==> src/rtl/core/sadq_pkg.sv <==
package sadq_pkg;

  localparam int unsigned LevelWidth   = 15;
  localparam int unsigned AxisWidth    = 16;
  localparam int unsigned HatWidth     = 4;
  localparam int unsigned InDataWidth  = 40;
  localparam int unsigned OutDataWidth = 8;
  localparam int unsigned AddrWidth    = 4;
  localparam int unsigned RegWidth     = 32;

  localparam int unsigned DebounceSamplesDefault = 2;

  localparam logic [LevelWidth-1:0] CenterBandReset   = 15'd8000;
  localparam logic [LevelWidth-1:0] PressLevelReset   = 15'd24000;
  localparam logic [LevelWidth-1:0] ReleaseLevelReset = 15'd18000;

  // register index taken from paddr[3:2]
  localparam logic [1:0] RegCenterBand   = 2'd0;
  localparam logic [1:0] RegPressLevel   = 2'd1;
  localparam logic [1:0] RegReleaseLevel = 2'd2;

  localparam logic [1:0] KindPoll   = 2'd0;
  localparam logic [1:0] KindAttach = 2'd1;
  localparam logic [1:0] KindRemove = 2'd2;

  localparam logic [1:0] DirRest = 2'b00;
  localparam logic [1:0] DirPos  = 2'b01;
  localparam logic [1:0] DirNeg  = 2'b11;

  typedef struct packed {
    logic [LevelWidth-1:0] center_band;
    logic [LevelWidth-1:0] press_level;
    logic [LevelWidth-1:0] release_level;
  } levels_t;

  typedef struct packed {
    logic poll;
    logic attach;
    logic clear;
  } lane_ctl_t;

  typedef struct packed {
    logic signed [1:0]     y_direction;
    logic signed [1:0]     x_direction;
    logic [HatWidth-1:0]   direction_mask;
  } result_t;

endpackage

==> src/rtl/core/sadq_lane.sv <==
module sadq_lane #(
  parameter int unsigned DEBOUNCE_SAMPLES = sadq_pkg::DebounceSamplesDefault
) (
  input  logic                                  clk_i,
  input  logic                                  rst_ni,
  input  sadq_pkg::lane_ctl_t                   ctl_i,
  input  sadq_pkg::levels_t                     levels_i,
  input  logic signed [sadq_pkg::AxisWidth-1:0] raw_i,
  output logic signed [1:0]                     dir_o
);

  localparam logic [1:0] DebounceLimit = 2'(DEBOUNCE_SAMPLES);

  logic              cal_q, cal_d;
  logic signed [1:0] held_q, held_d;
  logic signed [1:0] cand_q, cand_d;
  logic [1:0]        run_q, run_d;

  logic signed [16:0] raw_w;
  logic signed [16:0] center_w, press_w, release_w;
  logic               in_band;
  logic signed [1:0]  next_dir;
  logic signed [1:0]  held_t, cand_t;
  logic [1:0]         run_t, run_inc;

  assign raw_w     = {raw_i[15], raw_i};
  assign center_w  = $signed({2'b00, levels_i.center_band});
  assign press_w   = $signed({2'b00, levels_i.press_level});
  assign release_w = $signed({2'b00, levels_i.release_level});

  assign in_band = (raw_w > -center_w) && (raw_w < center_w);
  assign run_inc = (run_q == 2'd3) ? 2'd3 : run_q + 2'd1;

  // hysteresis: press from rest, release from a held direction
  always_comb begin
    next_dir = sadq_pkg::DirRest;
    if (held_q == sadq_pkg::DirNeg) begin
      next_dir = (raw_w < -release_w) ? sadq_pkg::DirNeg : sadq_pkg::DirRest;
    end else if (held_q == sadq_pkg::DirPos) begin
      next_dir = (raw_w > release_w) ? sadq_pkg::DirPos : sadq_pkg::DirRest;
    end else if (raw_w < -press_w) begin
      next_dir = sadq_pkg::DirNeg;
    end else if (raw_w > press_w) begin
      next_dir = sadq_pkg::DirPos;
    end
  end

  // debounce on consecutive equal candidates
  always_comb begin
    held_t = held_q;
    cand_t = next_dir;
    run_t  = 2'd0;
    if (next_dir != held_q) begin
      if (next_dir == cand_q) begin
        run_t = run_inc;
      end else begin
        run_t = 2'd1;
      end
      if (run_t >= DebounceLimit) begin
        held_t = next_dir;
        run_t  = 2'd0;
      end
    end
  end

  always_comb begin
    cal_d  = cal_q;
    held_d = held_q;
    cand_d = cand_q;
    run_d  = run_q;
    if (ctl_i.clear) begin
      cal_d  = 1'b0;
      held_d = sadq_pkg::DirRest;
      cand_d = sadq_pkg::DirRest;
      run_d  = 2'd0;
    end else if (ctl_i.attach) begin
      if (in_band) begin
        cal_d = 1'b1;
      end
    end else if (ctl_i.poll) begin
      if (!cal_q && !in_band) begin
        held_d = sadq_pkg::DirRest;
        cand_d = sadq_pkg::DirRest;
        run_d  = 2'd0;
      end else begin
        cal_d  = 1'b1;
        held_d = held_t;
        cand_d = cand_t;
        run_d  = run_t;
      end
    end
  end

  assign dir_o = ctl_i.poll ? held_d : sadq_pkg::DirRest;

  always_ff @(posedge clk_i or negedge rst_ni) begin
    if (!rst_ni) begin
      cal_q  <= 1'b0;
      held_q <= sadq_pkg::DirRest;
      cand_q <= sadq_pkg::DirRest;
      run_q  <= 2'd0;
    end else begin
      cal_q  <= cal_d;
      held_q <= held_d;
      cand_q <= cand_d;
      run_q  <= run_d;
    end
  end

endmodule

==> src/rtl/core/sadq_merge.sv <==
module sadq_merge (
  input  logic                          hat_en_i,
  input  logic [sadq_pkg::HatWidth-1:0] hat_bits_i,
  input  logic signed [1:0]             x_dir_i,
  input  logic signed [1:0]             y_dir_i,
  output sadq_pkg::result_t             result_o
);

  logic [sadq_pkg::HatWidth-1:0] axis_mask;

  // bit0 up, bit1 down, bit2 left, bit3 right
  assign axis_mask = {x_dir_i == sadq_pkg::DirPos, x_dir_i == sadq_pkg::DirNeg,
                      y_dir_i == sadq_pkg::DirPos, y_dir_i == sadq_pkg::DirNeg};

  assign result_o.direction_mask = axis_mask | (hat_en_i ? hat_bits_i : '0);
  assign result_o.x_direction    = x_dir_i;
  assign result_o.y_direction    = y_dir_i;

endmodule

==> src/rtl/core/stick_axis_direction_qualifier.sv <==
// stick_axis_direction_qualifier
//
// Input stream: one transaction per poll sample, attach or remove event.
// tuser carries the kind, tdata the two stick axes, hat bits and the
// device description used on attach. Output stream: one transaction per
// input transaction with the direction mask and the per-axis directions.
// Two lanes qualify the axes side by side (centering, hysteresis, debounce)
// and a merge stage folds them with the hat into the mask.
// The result is registered into the output buffer when the input is accepted; one
// transaction is taken every cycle while the output buffer is not full.
// A two-entry output buffer keeps input ready high while one result waits,
// so a stalled receiver blocks the input only after two results pile up.
// Reset clears device presence, all lane state and the output buffer, and
// loads the thresholds with their defaults. Thresholds are written over the APB port at
// byte addresses 0, 4 and 8; the user must do so only while the stream is idle, as the block does not enforce it.
module stick_axis_direction_qualifier #(
  parameter int unsigned DEBOUNCE_SAMPLES = sadq_pkg::DebounceSamplesDefault
) (
  input  logic                                 clk_i,
  input  logic                                 rst_ni,
  // slave stream
  input  logic                                 s_axis_tvalid,
  output logic                                 s_axis_tready,
  // axis_x, axis_y, hat_bits, axes_reported, hat_reported, zero pad
  input  logic [sadq_pkg::InDataWidth-1:0]     s_axis_tdata,
  // kind
  input  logic [1:0]                           s_axis_tuser,
  // master stream
  output logic                                 m_axis_tvalid,
  input  logic                                 m_axis_tready,
  // direction_mask, x_direction, y_direction
  output logic [sadq_pkg::OutDataWidth-1:0]    m_axis_tdata,
  // configuration
  input  logic                                 psel,
  input  logic                                 penable,
  input  logic                                 pwrite,
  input  logic [sadq_pkg::AddrWidth-1:0]       paddr,
  input  logic [sadq_pkg::RegWidth-1:0]        pwdata,
  output logic [sadq_pkg::RegWidth-1:0]        prdata,
  output logic                                 pready
);

  sadq_pkg::levels_t levels_q;
  logic              cfg_wr;
  logic [1:0]        reg_idx;

  logic       present_q;
  logic [1:0] axes_q;
  logic       hat_q;

  logic                           in_acc;
  logic [1:0]                     kind;
  logic signed [15:0]             axis_x, axis_y;
  logic [sadq_pkg::HatWidth-1:0]  hat_bits;
  logic [1:0]                     axes_rep, axes_new;
  logic                           hat_rep;
  logic                           poll_ev, attach_ev, remove_ev;

  sadq_pkg::lane_ctl_t ctl_x, ctl_y;
  logic signed [1:0]   dir_x, dir_y;
  sadq_pkg::result_t   result;

  sadq_pkg::result_t out_q, skid_q;
  logic              out_vld_q, skid_vld_q;
  logic              pop;

  // configuration
  assign pready  = 1'b1;
  assign reg_idx = paddr[3:2];
  assign cfg_wr  = psel && penable && pwrite && pready;

  always_comb begin
    unique case (reg_idx)
      sadq_pkg::RegCenterBand:   prdata = {17'd0, levels_q.center_band};
      sadq_pkg::RegPressLevel:   prdata = {17'd0, levels_q.press_level};
      sadq_pkg::RegReleaseLevel: prdata = {17'd0, levels_q.release_level};
      default:                   prdata = '0;
    endcase
  end

  always_ff @(posedge clk_i or negedge rst_ni) begin
    if (!rst_ni) begin
      levels_q.center_band   <= sadq_pkg::CenterBandReset;
      levels_q.press_level   <= sadq_pkg::PressLevelReset;
      levels_q.release_level <= sadq_pkg::ReleaseLevelReset;
    end else if (cfg_wr) begin
      unique case (reg_idx)
        sadq_pkg::RegCenterBand:   levels_q.center_band   <= pwdata[14:0];
        sadq_pkg::RegPressLevel:   levels_q.press_level   <= pwdata[14:0];
        sadq_pkg::RegReleaseLevel: levels_q.release_level <= pwdata[14:0];
        default: ;
      endcase
    end
  end

  // input decode
  assign s_axis_tready = !skid_vld_q;
  assign in_acc        = s_axis_tvalid && s_axis_tready;
  assign kind          = s_axis_tuser;
  assign axis_x        = s_axis_tdata[15:0];
  assign axis_y        = s_axis_tdata[31:16];
  assign hat_bits      = s_axis_tdata[35:32];
  assign axes_rep      = s_axis_tdata[37:36];
  assign hat_rep       = s_axis_tdata[38];
  assign axes_new      = (axes_rep == 2'd3) ? 2'd2 : axes_rep;

  assign poll_ev   = in_acc && (kind == sadq_pkg::KindPoll) && present_q;
  assign attach_ev = in_acc && (kind == sadq_pkg::KindAttach) && !present_q;
  assign remove_ev = in_acc && (kind == sadq_pkg::KindRemove) && present_q;

  always_ff @(posedge clk_i or negedge rst_ni) begin
    if (!rst_ni) begin
      present_q <= 1'b0;
      axes_q    <= 2'd0;
      hat_q     <= 1'b0;
    end else if (attach_ev) begin
      present_q <= 1'b1;
      axes_q    <= axes_new;
      hat_q     <= hat_rep;
    end else if (remove_ev) begin
      present_q <= 1'b0;
      axes_q    <= 2'd0;
      hat_q     <= 1'b0;
    end
  end

  // lanes
  assign ctl_x.poll   = poll_ev && (axes_q != 2'd0);
  assign ctl_x.attach = attach_ev && (axes_new != 2'd0);
  assign ctl_x.clear  = remove_ev;
  assign ctl_y.poll   = poll_ev && (axes_q == 2'd2);
  assign ctl_y.attach = attach_ev && (axes_new == 2'd2);
  assign ctl_y.clear  = remove_ev;

  sadq_lane #(.DEBOUNCE_SAMPLES(DEBOUNCE_SAMPLES)) u_lane_x (
    .clk_i    (clk_i),
    .rst_ni   (rst_ni),
    .ctl_i    (ctl_x),
    .levels_i (levels_q),
    .raw_i    (axis_x),
    .dir_o    (dir_x)
  );

  sadq_lane #(.DEBOUNCE_SAMPLES(DEBOUNCE_SAMPLES)) u_lane_y (
    .clk_i    (clk_i),
    .rst_ni   (rst_ni),
    .ctl_i    (ctl_y),
    .levels_i (levels_q),
    .raw_i    (axis_y),
    .dir_o    (dir_y)
  );

  sadq_merge u_merge (
    .hat_en_i   (poll_ev && hat_q),
    .hat_bits_i (hat_bits),
    .x_dir_i    (dir_x),
    .y_dir_i    (dir_y),
    .result_o   (result)
  );

  // two-entry output buffer
  assign pop = out_vld_q && m_axis_tready;

  always_ff @(posedge clk_i or negedge rst_ni) begin
    if (!rst_ni) begin
      out_vld_q  <= 1'b0;
      skid_vld_q <= 1'b0;
    end else begin
      if (in_acc) begin
        if (out_vld_q && !pop) begin
          skid_vld_q <= 1'b1;
        end else begin
          out_vld_q <= 1'b1;
        end
      end else if (pop) begin
        if (skid_vld_q) begin
          skid_vld_q <= 1'b0;
        end else begin
          out_vld_q <= 1'b0;
        end
      end
    end
  end

  always_ff @(posedge clk_i) begin
    if (pop && skid_vld_q) begin
      out_q <= skid_q;
      if (in_acc) begin
        skid_q <= result;
      end
    end else if (in_acc) begin
      if (out_vld_q && !pop) begin
        skid_q <= result;
      end else begin
        out_q <= result;
      end
    end
  end

  assign m_axis_tvalid = out_vld_q;
  assign m_axis_tdata  = out_q;

`ifndef SYNTHESIS
  a_skid_implies_main: assert property (@(posedge clk_i) disable iff (!rst_ni)
    skid_vld_q |-> out_vld_q)
    else $error("skid entry held while main entry empty");

  a_absent_no_axes: assert property (@(posedge clk_i) disable iff (!rst_ni)
    !present_q |-> (axes_q == 2'd0) && !hat_q)
    else $error("axes or hat recorded without a device");

  a_x_dir_legal: assert property (@(posedge clk_i) disable iff (!rst_ni)
    m_axis_tvalid |-> (m_axis_tdata[5:4] != 2'b10))
    else $error("illegal horizontal direction code");

  a_stall_blocks_input: assert property (@(posedge clk_i) disable iff (!rst_ni)
    (skid_vld_q && !m_axis_tready) |=> !s_axis_tready)
    else $error("input ready while output buffer full");
`endif

endmodule

==> config.mk <==
export PLATFORM = sky130hd
export DESIGN_NAME = stick_axis_direction_qualifier
export DESIGN_NICKNAME = d
export VERILOG_FILES = /design/src/rtl/core/sadq_pkg.sv /design/src/rtl/core/sadq_lane.sv /design/src/rtl/core/sadq_merge.sv /design/src/rtl/core/stick_axis_direction_qualifier.sv
export SDC_FILE = /design/constraint.sdc
export NUM_CORES = 1
export LEC_CHECK = 0
export ABC_AREA = 1
export ABC_CLOCK_PERIOD_IN_PS = 8790
export BUFFER_PORTS_ARGS = -buffer_cell sky130_fd_sc_hd__clkbuf_2
export CAP_MARGIN = 10
export CORE_MARGIN = 4
export CORE_UTILIZATION = 60
export CTS_BUF_LIST = sky130_fd_sc_hd__clkbuf_8
export DETAILED_ROUTE_END_ITERATION = 16
export GPL_TIMING_DRIVEN = 0
export PLACE_DENSITY = 0.81
export SETUP_SLACK_MARGIN = 0.15
export SYNTH_ARGS = -nofsm -noshare
export SYNTH_HDL_FRONTEND = slang
export SYNTH_SLANG_ARGS = --single-unit
==> constraint.sdc <==
create_clock -name clk_i -period 8.79 [get_ports clk_i]
set_clock_uncertainty 0.1 [all_clocks]
set_input_delay 1.758 -clock clk_i [delete_from_list [all_inputs] [get_ports clk_i]]
set_output_delay 1.758 -clock clk_i [all_outputs]
set_load 0.01 [all_outputs]
# After elaboration in Yosys (flattened, before gate mapping)
# Cells that the tools add are included.
totals:
  register_bits: 81
  in_bits: 85
  output_inout_bits: 43
  wordCells: 208
op_classes:
  addsub: 5
  n_lt_le_gt_ge: 14
  eq_ne: 31
  n_mux: 84
  bitwise: 1
  reduce_logical: 51
ops:
  columns: ["operator", "count"]
  rows:
  - ["$mux 2", 51]
  - ["$lt 16x17->1", 4]
  - ["$gt 16x16->1", 4]
  - ["$mux 8", 7]
  - ["$neg 15->17", 3]
  - ["$pmux 15 s3", 1]
  - ["$gt 16x17->1", 2]
  - ["$lt 16x16->1", 2]
  - ["$mux 1", 24]
  - ["$eq 2x2->1 const B", 11]
  - ["$logic_and 1x1->1", 21]
  - ["$reduce_and 2->1", 8]
  - ["$reduce_bool 2->1", 8]
  - ["$eq 2x1->1 const B", 6]
  - ["$reduce_and 3->1", 3]
  - ["$ne 2x2->1 const B", 4]
  - ["$logic_not 1->1", 7]
  - ["$ne 3x2->1 const B", 2]
  - ["$ne 3x3->1 const B", 2]
  - ["$reduce_bool 3->1", 2]
  - ["$add 2x1->2 const B", 2]
  - ["$eq 2x2->1", 2]
  - ["$ge 2x2->1 const B", 2]
  - ["$logic_not 2->1", 2]
  - ["4 further kinds", 6]

# Longest topological paths before layout
# Gate-level depths: netlist of run 1.
depth:
  word_depth: 21
  mapped_depth: 30
  ltp_nobuf: 30

# Hierarchy
# From an unflattened synthesis of run 1, not the netlist that was laid out.
hier_totals:
  hier_cells: 1456
  hier_area_um2: 10311.1
by_module_without_submodules:
  columns: ["mod", "instances", "cells_per_inst", "area_each_um2", "seq_area_each_um2"]
  rows:
  - ["sadq_lane at u_lane_x", 1, 544, 3555.9, 175.2]
  - ["sadq_lane at u_lane_y", 1, 539, 3553.4, 175.2]
  - ["stick_axis_direction_qualifier", 1, 355, 3119.2, 1779.2]
  - ["sadq_merge", 1, 18, 82.6, 0.0]

# Worst setup path after synthesis of run 1
# No wires, ideal clock.
synth_path:
  path_type: "input -> output"
  startpoint: "input port paddr[3] (netlist bit)"
  endpoint: "output port prdata[10] (netlist bit)"
  t_arrival_ns: 2.502
  t_required_ns: 6.932
  slack_ns: 4.430
  path_stages: 4
  path_buffers: 1
  cell_sequence: "nor2_1 > clkbuf_1 > nand2_1 > o221ai_1"
synth_between:
  elab_chain_len: 2
  word_cells_on_any_way: 4
  cone_classes: "2 x eq/ne; 1 x mux; 1 x reduce/logical"
synth_lines:
  columns: ["item", "line", "text"]
  rows:
  - ["start: declaration", "stick_axis_direction_qualifier.sv:37", "input logic [sadq_pkg::AddrWidth-1:0] paddr,"]
  - ["$eq 2x2->1, or another cell as far along", "stick_axis_direction_qualifier.sv:73", "unique case (reg_idx)"]
  - ["$pmux 15 s3 (*)", "stick_axis_direction_qualifier.sv:73", null]
  - ["end: declaration", "stick_axis_direction_qualifier.sv:39", "output logic [sadq_pkg::RegWidth-1:0] prdata,"]
# Every way passes the cells marked *; elsewhere a longest branch is shown, timed or not.

# Worst setup path after layout of run 1
layout_path:
  startpoint: "input port paddr[2] (netlist bit)"
  endpoint: "output port prdata[6] (netlist bit)"
# The elaborated chain is that of the path after synthesis.

==> flow_results.org, run 1 <==
** Status
- Result of the run :: finished, final reports clean

** Final layout
- Ratio of cells with drive above 1 in the final layout :: 14.3%
- The final layout contains 1613 nets.
- From synthesis to final layout, the design area changed by 11.0%.
- Top library cells by usage in the layout, fill and taps aside :: nand2_1 (255), ha_1 (185), inv_1 (169)
- Antenna Diode Count :: 0
- The library cell used most frequently in the layout, excluding fill and tap cells, is nand2_1.

** Critical path
- Across all register-to-register paths, the minimum setup slack is 3.88 ns.
- STA classifies the critical path startpoint as a primary input.
- Measured in cells, the most critical reg-to-reg path has a length of 23.
- The cell that appears most often on the critical path is clkbuf_2.
- Critical path's largest stage delay :: roughly 0.45 ns
- At the worst endpoint, the required time is 6.93 ns.
- Signal arrival time at the worst endpoint :: between 3 and 4 ns
- The worst setup path is captured at a primary output.
- Reg2Reg Capture Point :: m_axis_tdata[0]$_DFFE_PP_
- The number of buffers and inverters on the critical path is 3.
- Family of cells with the greatest summed delay on the critical path :: buffers and inverters
- Crit-path cells :: clkbuf_2 -> nor2_1 -> clkbuf_1 -> nand2_1 -> o221ai_1 -> clkbuf_2
- The worst register-to-register path begins at levels_q[0]$_DFFE_PN0P_.
- Critical path depth in cells :: 6
- Maximum fanout encountered on the critical timing path :: 10
- Highest-delay cell along the critical path :: clkbuf_1
- Worst Path Class, Setup :: primary input to primary output

** Global routing
- The number of antenna violations at the first check in global routing is 0.
- In the global route stage, overall resource usage came out at approximately 29%.
- Global routing finished with a remaining overflow of 0.
- First-pass GRT wire length :: between 40000 and 50000 um
- The number of global-route vias before repair was 8352.
- Entering global routing, the biggest net connects 66 pins.

** Logic synthesis
- Flip-flop and latch count after synthesis :: 81
- Dominant register cell in the synthesized netlist :: dfrtp_1
- Synthesis produced a netlist whose cell count is 1226.
- The synthesized design devotes to its leading area cell type 25.3% of total area.
- Synthesis Warnings :: 0
- In the synthesized netlist the async set-or-reset flop fraction comes to approximately four fifths.
- The synthesized netlist contains 45 unique library cells.
- Summing the sequential cell areas from Yosys gives 23.3% of the chip area.
- Netlist area before placement :: between 9000 and 10000 sq um
- Number of synthesized flops with an enable pin :: 16
- Synthesized area per cell :: 7.46 sq um
- By area the synthesized netlist is led by ha_1 (25%), dfrtp_1 (13%), nand2_1 (10%).
- The biggest area contributor in the post-synthesis netlist is ha_1.

** Power and ir drop
- The internal power of the cells totals 0.00110 W.
- In this run the static leakage power is 5.41 nW.
- Largest vdd supply drop :: 0.150 mV
- Per report_power, the clock group accounts for 17.5% of the total.
- Sequential group share of total power :: 29.9%
- Summed over all nets, the switching power comes to 0.000895 W.
- P per Cell Area :: 196 nW/um^2
- Net Sw Frac :: 45.0%
- The share of total power dissipated in combinational logic is 52.6%.

** Timing
- Minimum clock period :: slightly below 5 ns
- Unrepaired setup endpoints after global routing :: no
- For the pin with the worst max-slew slack, the measured transition is approximately 0.90 ns.
- Final-report hold violation count :: 0
- Setup slack closes at approximately 3.9 ns.
- The worst pin sits at a relative slew slack of 40.3%.
- Timing would allow up to 203 MHz.
- Number of failing setup endpoints in the final timing report :: 0
- Slew Limit Fails :: 0
- Post-route fraction of the period consumed by the critical path :: a little under three fifths
- Post-route setup TNS :: 0 ns

** Place
- HPWL after DPL :: about 22000 um
- The count of buffers added on input and output ports is 89.
- At the end of routability-driven placement, the weighted congestion stood at 0.985.
- Timing analysis after detailed placement gives a worst setup slack of 3.87 ns.

** Floorplan
- Die ar. :: between 15000 and 20000 sq um
- Placeable core area :: between 10000 and 15000 sq um
- 128 I/O pins were placed.
- Row count :: 44
- Initial Util :: 62.0%
- Measured along the x axis, the die boundary spans between 100 and 150 um.
- Vertical die dimension :: between 100 and 150 um

** CTS
- Buffer count from post-CTS setup fixing :: 0
- The clock passes through at most 2 buffers.
- Clock tree root buffer cell :: clkbuf_8
- The number of clock buffers added by TritonCTS is 9.
- TritonCTS built the clock tree.
- In this run the number of H-tree levels came out at 3.
- Hold Buf Count CTS :: 0
- Clock-pin transition on the worst setup and hold timing paths :: 0.08 ns
- For this design, the sink count on the clock tree is 81.
- CTS resizes :: 0
- Worst skew pair latency :: 0.36 ns

** Routing
- Detailed-route wire length per cell :: 16.7 um
- After detailed routing, the number of remaining DRC violations is 0.
- Antenna Nets Post-Route :: 0
- The routed layout has 8931 vias.
- Routed WL :: 25600 um
- Detailed-routing iteration count for the pre-antenna-repair pass :: 5
- Drt via density :: 5.83
- Iteration-0 DRC count of the detailed router :: 681

** Flow run
- Number of maximum-capacitance violations :: 0

** Min path
- Worst min-delay path class :: flop to flop
- For hold timing, the worst endpoint is u_lane_y.run_q[0]$_DFFE_PN0P_.
- The worst hold path begins at u_lane_y.run_q[0]$_DFFE_PN0P_.
- Along the worst hold path, the cell count comes to 2.
## how the worst max path moves through the flow
stage                                        from                         to
after floorplan                          paddr[3]                 prdata[10]
after global placement                   paddr[2]                 prdata[12]
after detailed placement                 paddr[2]                 prdata[12]
after CTS                                paddr[2]                 prdata[12]
after global routing      levels_q[0]$_DFFE_PN0P_  m_axis_tdata[6]$_DFFE_PP_
final                                    paddr[2]                  prdata[6]
## layer usage
| layer | track usage, % | share of wire [%] | up-vias |
|---|---|---|---|
| li1 | - | - | 4396 |
| met1 | 40.0 | 44 | 4087 |
| met2 | 46.0 | 44 | 362 |
| met3 | 4.59 | 8.3 | 86 |
| met4 | 10.3 | 3.8 | 0 |
| met5 | 0 | 0 | - |
## layout make-up
| type | count | area (sq um) |
|---|---|---|
| Multi-Input combinational cell | 957 | 6250 |
| Fill cell | 1292 | 4600 |
| Sequential cell | 81 | 2130 |
| Inverter | 173 | 649 |
| Timing Repair Buffer | 90 | 453 |
| Tap cell | 184 | 230 |
| Buffer | 31 | 184 |
| Clock buffer | 11 | 151 |
| Clock inverter | 5 | 110 |
## Yosys cell counts, types with 5 or more instances
| cell | number |
|---|---|
| inv_1 | 169 |
| o221ai_1 | 17 |
| o211ai_1 | 10 |
| nand2_2 | 14 |
| nand2_1 | 255 |
| xor2_1 | 34 |
| edfxtp_1 | 16 |
| nor2_2 | 8 |
| a21oi_1 | 88 |
| nand3_2 | 10 |
| dfstp_2 | 18 |
| nor2_1 | 68 |
| ha_1 | 185 |
| nand3_1 | 54 |
| clkbuf_1 | 13 |
| nor3_1 | 28 |
| dfrtp_1 | 47 |
| nand4_1 | 26 |
| o21ai_0 | 90 |
| nor2_4 | 5 |
| buf_4 | 18 |
## registers in the layout (all words and copies together) (netlist names), 2 cells and up
register,cells
levels_q,45
u_lane_x.held_q,2
u_lane_x.run_q,2
u_lane_x.cand_q,2
u_lane_y.cand_q,2
u_lane_y.held_q,2
u_lane_y.run_q,2
skid_q,8
axes_q,2
m_axis_tdata,8
## logic make-up after synthesis
group,count (synthesis),share of synthesized area (%)
other,2,0.0821
XOR/XNOR,34,3.25
buffers and inverters,204,9.11
AND/OR/NAND/NOR,484,24.2
adder cells (fa/ha/maj),185,25.3
flip-flops,81,23.3
AO/OA/AOI/OAI,236,14.8
## worst min-delay path: cells and delay by family, from the launching register on
family	cells	cell delay, ns
DFF	1	0.34
and+or+nand+nor	2	0.10
## power groups by stage
stage | clock network, W | registers [W] | logic (W)
floorplan | 0 | 0.000564 | 0.000754
global placement | 0 | 0.000593 | 0.000984
detailed placement | 0 | 0.000597 | 0.00103
CTS | 0.000351 | 0.000591 | 0.00104
global route | 0.000368 | 0.000604 | 0.00120
finish | 0.000349 | 0.000595 | 0.00105
## through the flow
step	hold WS, ns	std cells	total power (W)	instance area [sq um]	util (%)
3_5_place_dp	0.357	1515	0.00163	9890	67.0
3_3_place_gp	0.358	1515	0.00158	9890	67.0
6_report	0.377	1532	0.00199	10200	68.8
2_1_floorplan	0.341	1242	0.00132	9210	-
4_1_cts	0.379	1531	0.00198	10200	68.8
5_1_grt	0.398	1532	0.00217	10200	68.8
No activity file was read; power rests on OpenSTA's default activity.
==> run 2, diff against run 1 <==
--- a/config.mk
+++ b/config.mk
@@ -6,15 +6,15 @@
 export NUM_CORES = 1
 export LEC_CHECK = 0
 export ABC_AREA = 1
-export ABC_CLOCK_PERIOD_IN_PS = 8790
+export ABC_CLOCK_PERIOD_IN_PS = 4050
 export BUFFER_PORTS_ARGS = -buffer_cell sky130_fd_sc_hd__clkbuf_2
 export CAP_MARGIN = 10
 export CORE_MARGIN = 4
-export CORE_UTILIZATION = 60
+export CORE_UTILIZATION = 55
 export CTS_BUF_LIST = sky130_fd_sc_hd__clkbuf_8
 export DETAILED_ROUTE_END_ITERATION = 16
 export GPL_TIMING_DRIVEN = 0
-export PLACE_DENSITY = 0.81
+export PLACE_DENSITY = 0.78
 export SETUP_SLACK_MARGIN = 0.15
 export SYNTH_ARGS = -nofsm -noshare
 export SYNTH_HDL_FRONTEND = slang
==> constraint.sdc (replaced) <==
create_clock -name clk_i -period 4.05 [get_ports clk_i]
set_clock_uncertainty 0.1 [all_clocks]
set_input_delay 0.81 -clock clk_i [delete_from_list [all_inputs] [get_ports clk_i]]
set_output_delay 0.81 -clock clk_i [all_outputs]
set_load 0.01 [all_outputs]
==> run 2 against run 1 <==
The run now ends with negative setup slack left. Global-route usage decreased by 0.23 points. Clock power is 66% higher. Setup slack lost 3.9 ns. Critical path depth grew 22. Count of clock-buffer cells in the layout down 2. Sequential power grew 120%. Total power grew 130%. Register-to-register slack worse by 3.9 ns. Hold slack gained 0.012 ns. Critical path type is now flop to flop. Critical endpoint is now m_axis_tdata[3]$_DFFE_PP_. Largest cell class unchanged. Largest power group unchanged.
==> flow_results.org, run 2 (synthesis results as in run 1) <==
** Global routing
- The number of antenna violations at the first check in global routing is 0 (unchanged).
- The met2 usage is 44.7% (-1.3 points).
- GR met3 Demand/Resource :: 4.30% (-0.29 points)
- Overflow after GRT :: 0 (unchanged)
- Total Routing Usage GR :: 28.7% (-0.23 points)
- Pin count of the biggest net entering global routing :: 66 (unchanged)
- Via count of the first global-routing pass :: 8652 (+3.6%)
- Met1 layer usage reported by global route :: 40.4% (+0.41 points)
- In this run the most used layer during global routing was met2.
- First-pass GRT wire length :: 42200 um (+2.9%)

** Final layout
- The layout cell share with drive strength beyond 1 came to 24.8% (+11 points).
- The number of flip-flops under the largest register name is 45 (unchanged).
- The library cells used most frequently in the layout, excluding fill and tap cells, are nand2_1 (234), ha_1 (180), inv_1 (156).
- Most common cell after layout, fill and taps aside :: nand2_1
- Area delta synth->final :: 21.5%
- The net count reported at finish is 1659 (+2.9%).
- The final standard cell utilization of the core was 69.0% (+0.16 points).
- The count of non-filler cells in the finished layout was 1610 (+5.1%).
- The count of inserted antenna diode cells came to 0 (unchanged).
- Ranked by flip-flop count, first place goes to levels_q.

** Timing
- The worst path uses 102% of the clock period.
- The count of final setup violators was 9 (+9).
- The count of final hold-check violations was 0 (unchanged).
- The worst relative slew slack came to 32.9% (-7.4 points).
- After layout, the minimum clock period comes to 4.12 ns.
- Worst Slack Setup Final :: -0.0663 ns (-3.92 ns)
- The total count of max-transition violations in the final report was 0 (unchanged).
- Max Clk Rate :: 243 MHz
- The slew of the pin with the lowest slew margin came to 0.996 ns (+0.100 ns).
- Unrepaired setup endpoints after global routing :: yes

** Critical path
- The slowest stage of the critical path belongs to the cell dfrtp_1.
- STA classifies the critical path endpoint as a flop.
- Critical path's largest stage delay :: 0.40 ns (-0.05 ns)
- Signal arrival time at the worst endpoint :: 4.13 ns (+1.05 ns)
- The setup slack of the worst register-to-register path was -0.07 ns (-3.95 ns).
- Required time of the critical path :: 4.07 ns (-2.86 ns)
- Maximum fanout encountered on the critical timing path :: 4 (-6)
- The critical path is of the flop to flop type.
- The worst setup path is launched from a flop.

** Power and ir drop
- The leakage power summed over all cells was 5.74 nW (+6.0%).
- Largest vdd supply drop :: 0.412 mV (+180%)
- P per Cell Area :: 407 nW/um^2 (+110%)

** Status
- The run finished, with violations left.
- The checks that failed: negative setup slack.

** Min path
- Worst min-delay path class :: flop to flop

** CTS
- Worst skew pair latency :: 0.36 ns (about the same)
- TritonCTS built the clock tree.
- H-tree level count :: 3 (unchanged)
- The number of buffers on the longest clock path is 2 (unchanged).
- Clock tree root buffer cell :: clkbuf_8
- The quantity of hold-fixing buffers added after cts was 0 (unchanged).
- Clock-pin transition on the worst setup and hold timing paths :: 0.09 ns (about the same)
- The number of buffers created by CTS is 9 (unchanged).
- The clock sink count was 81 (unchanged).

** Place
- The number of buffer cells added on primary ports is 89 (unchanged).
- HPWL after DPL :: 21600 um (+0.36%)
- The total instance count after detailed placement came to 1547 (+2.1%).
- RePlAce Congestion :: 0.958 (-2.7%)

** Routing
- The overall routed net length was 27200 um (+6.0%).
- The initial detailed-routing violation count came to 631 (-7.3%).
- Drt via density :: 5.67 (-2.7%)
- The DRC violation count after routing was 0 (unchanged).
- The total iterations of the first detailed-routing run came to 5 (unchanged).
- Antenna Nets Post-Route :: 0 (unchanged)
- Via total after detailed routing :: 9133 (+2.3%)
- Detailed-route wire length per cell :: 16.9 um (+0.86%)

** Floorplan
- The die footprint is 18800 sq um (+8.5%).
- Ports :: 128 (unchanged)
- The horizontal extent of the die is 137 um (+4.2%).
- Initial Util :: 56.8% (-5.2 points)
- Vertical die dimension :: 137 um (+4.2%)
- The area of the core came to 16100 sq um (+9.2%).
- The row count was 46 (+4.5%).

** Flow run
- The max-capacitance violation count was 0 (unchanged).
run 2: cell types whose count changed in the layout (fill, tap and decap cells not counted), moves of 9 or more:
cell | previous run | this run
nand3_2 | 10 | 23
nand2_1 | 255 | 234
nand2_2 | 14 | 30
o21ai_0 | 90 | 81
nor2_1 | 68 | 54
inv_1 | 169 | 156
inv_2 | 4 | 16
buf_4 | 18 | 59
nand3_1 | 54 | 33
run 2: area by class of cell:
class,count,area (sq um)
repair buffers,136,820
inverters,173,657
plain buffers,31,184
clock buffers,9,124
clock inverters,7,63.8
fillers,1327,5000
flip-flops and latches,81,2140
well taps,216,270
multi-input cells,957,6870
run 2: critical path: cells and delay by family (launching register included):
kind	cells	cell delay (ns)
compound gates	1	0.11
buf+inv	2	0.13
fa+ha+maj	2	0.48
simple gates	22	2.47
xor+xnor	1	0.19
flops	1	0.40
run 2: layer usage:
| layer | routed length, um | vias up |
|---|---|---|
| met4 | 938 | 0 |
| met2 | 12300 | 310 |
| li1 | - | 4478 |
| met5 | 0 | - |
| met1 | 11900 | 4282 |
| met3 | 2140 | 63 |
run 2: metrics by stage:
stage | area [sq um] | total power, W | hold WS, ns | setup TNS [ns] | setup slack, ns
2_1_floorplan | 9220 | 0.00286 | 0.341 | 0 | 0.193
3_3_place_gp | 9930 | 0.00342 | 0.362 | -10.44 | -0.670
3_5_place_dp | 9930 | 0.00353 | 0.366 | -11.35 | -0.697
4_1_cts | 10700 | 0.00431 | 0.389 | -0.0262 | -0.0168
5_1_grt | 11100 | 0.00493 | 0.424 | -3.89 | -0.310
6_report | 11100 | 0.00452 | 0.389 | -0.300 | -0.0663
run 2: final timing paths:
kind                                                    start                            end  depth (start not counted)
worst max-delay path                  levels_q[1]$_DFFE_PN0P_      m_axis_tdata[3]$_DFFE_PP_                         28
worst min-delay path            u_lane_y.run_q[1]$_DFFE_PN0P_  u_lane_y.run_q[1]$_DFFE_PN0P_                          2
worst max register to register        levels_q[1]$_DFFE_PN0P_      m_axis_tdata[3]$_DFFE_PP_                         28
worst min register to register  u_lane_y.run_q[1]$_DFFE_PN0P_  u_lane_y.run_q[1]$_DFFE_PN0P_                          2
max in group asynchronous                              rst_ni       levels_q[35]$_DFFE_PN0P_                          1
min in group asynchronous                              rst_ni       levels_q[32]$_DFFE_PN0P_                          1
run 2: timing repair:
item	CTS	global route
buffers inserted	30	16
pin swaps	32	43
resized for setup	93	71
setup endpoints to repair	27	28
run 2: report_power, final:
| group | switching (W) | internal, W | leakage, nW | total [W] |
|---|---|---|---|---|
| clock network | 0.000301 | 0.000279 | 0.102 | 0.000580 |
| logic | 0.00159 | 0.00104 | 4.69 | 0.00263 |
| registers | 0.000236 | 0.00108 | 0.942 | 0.00132 |
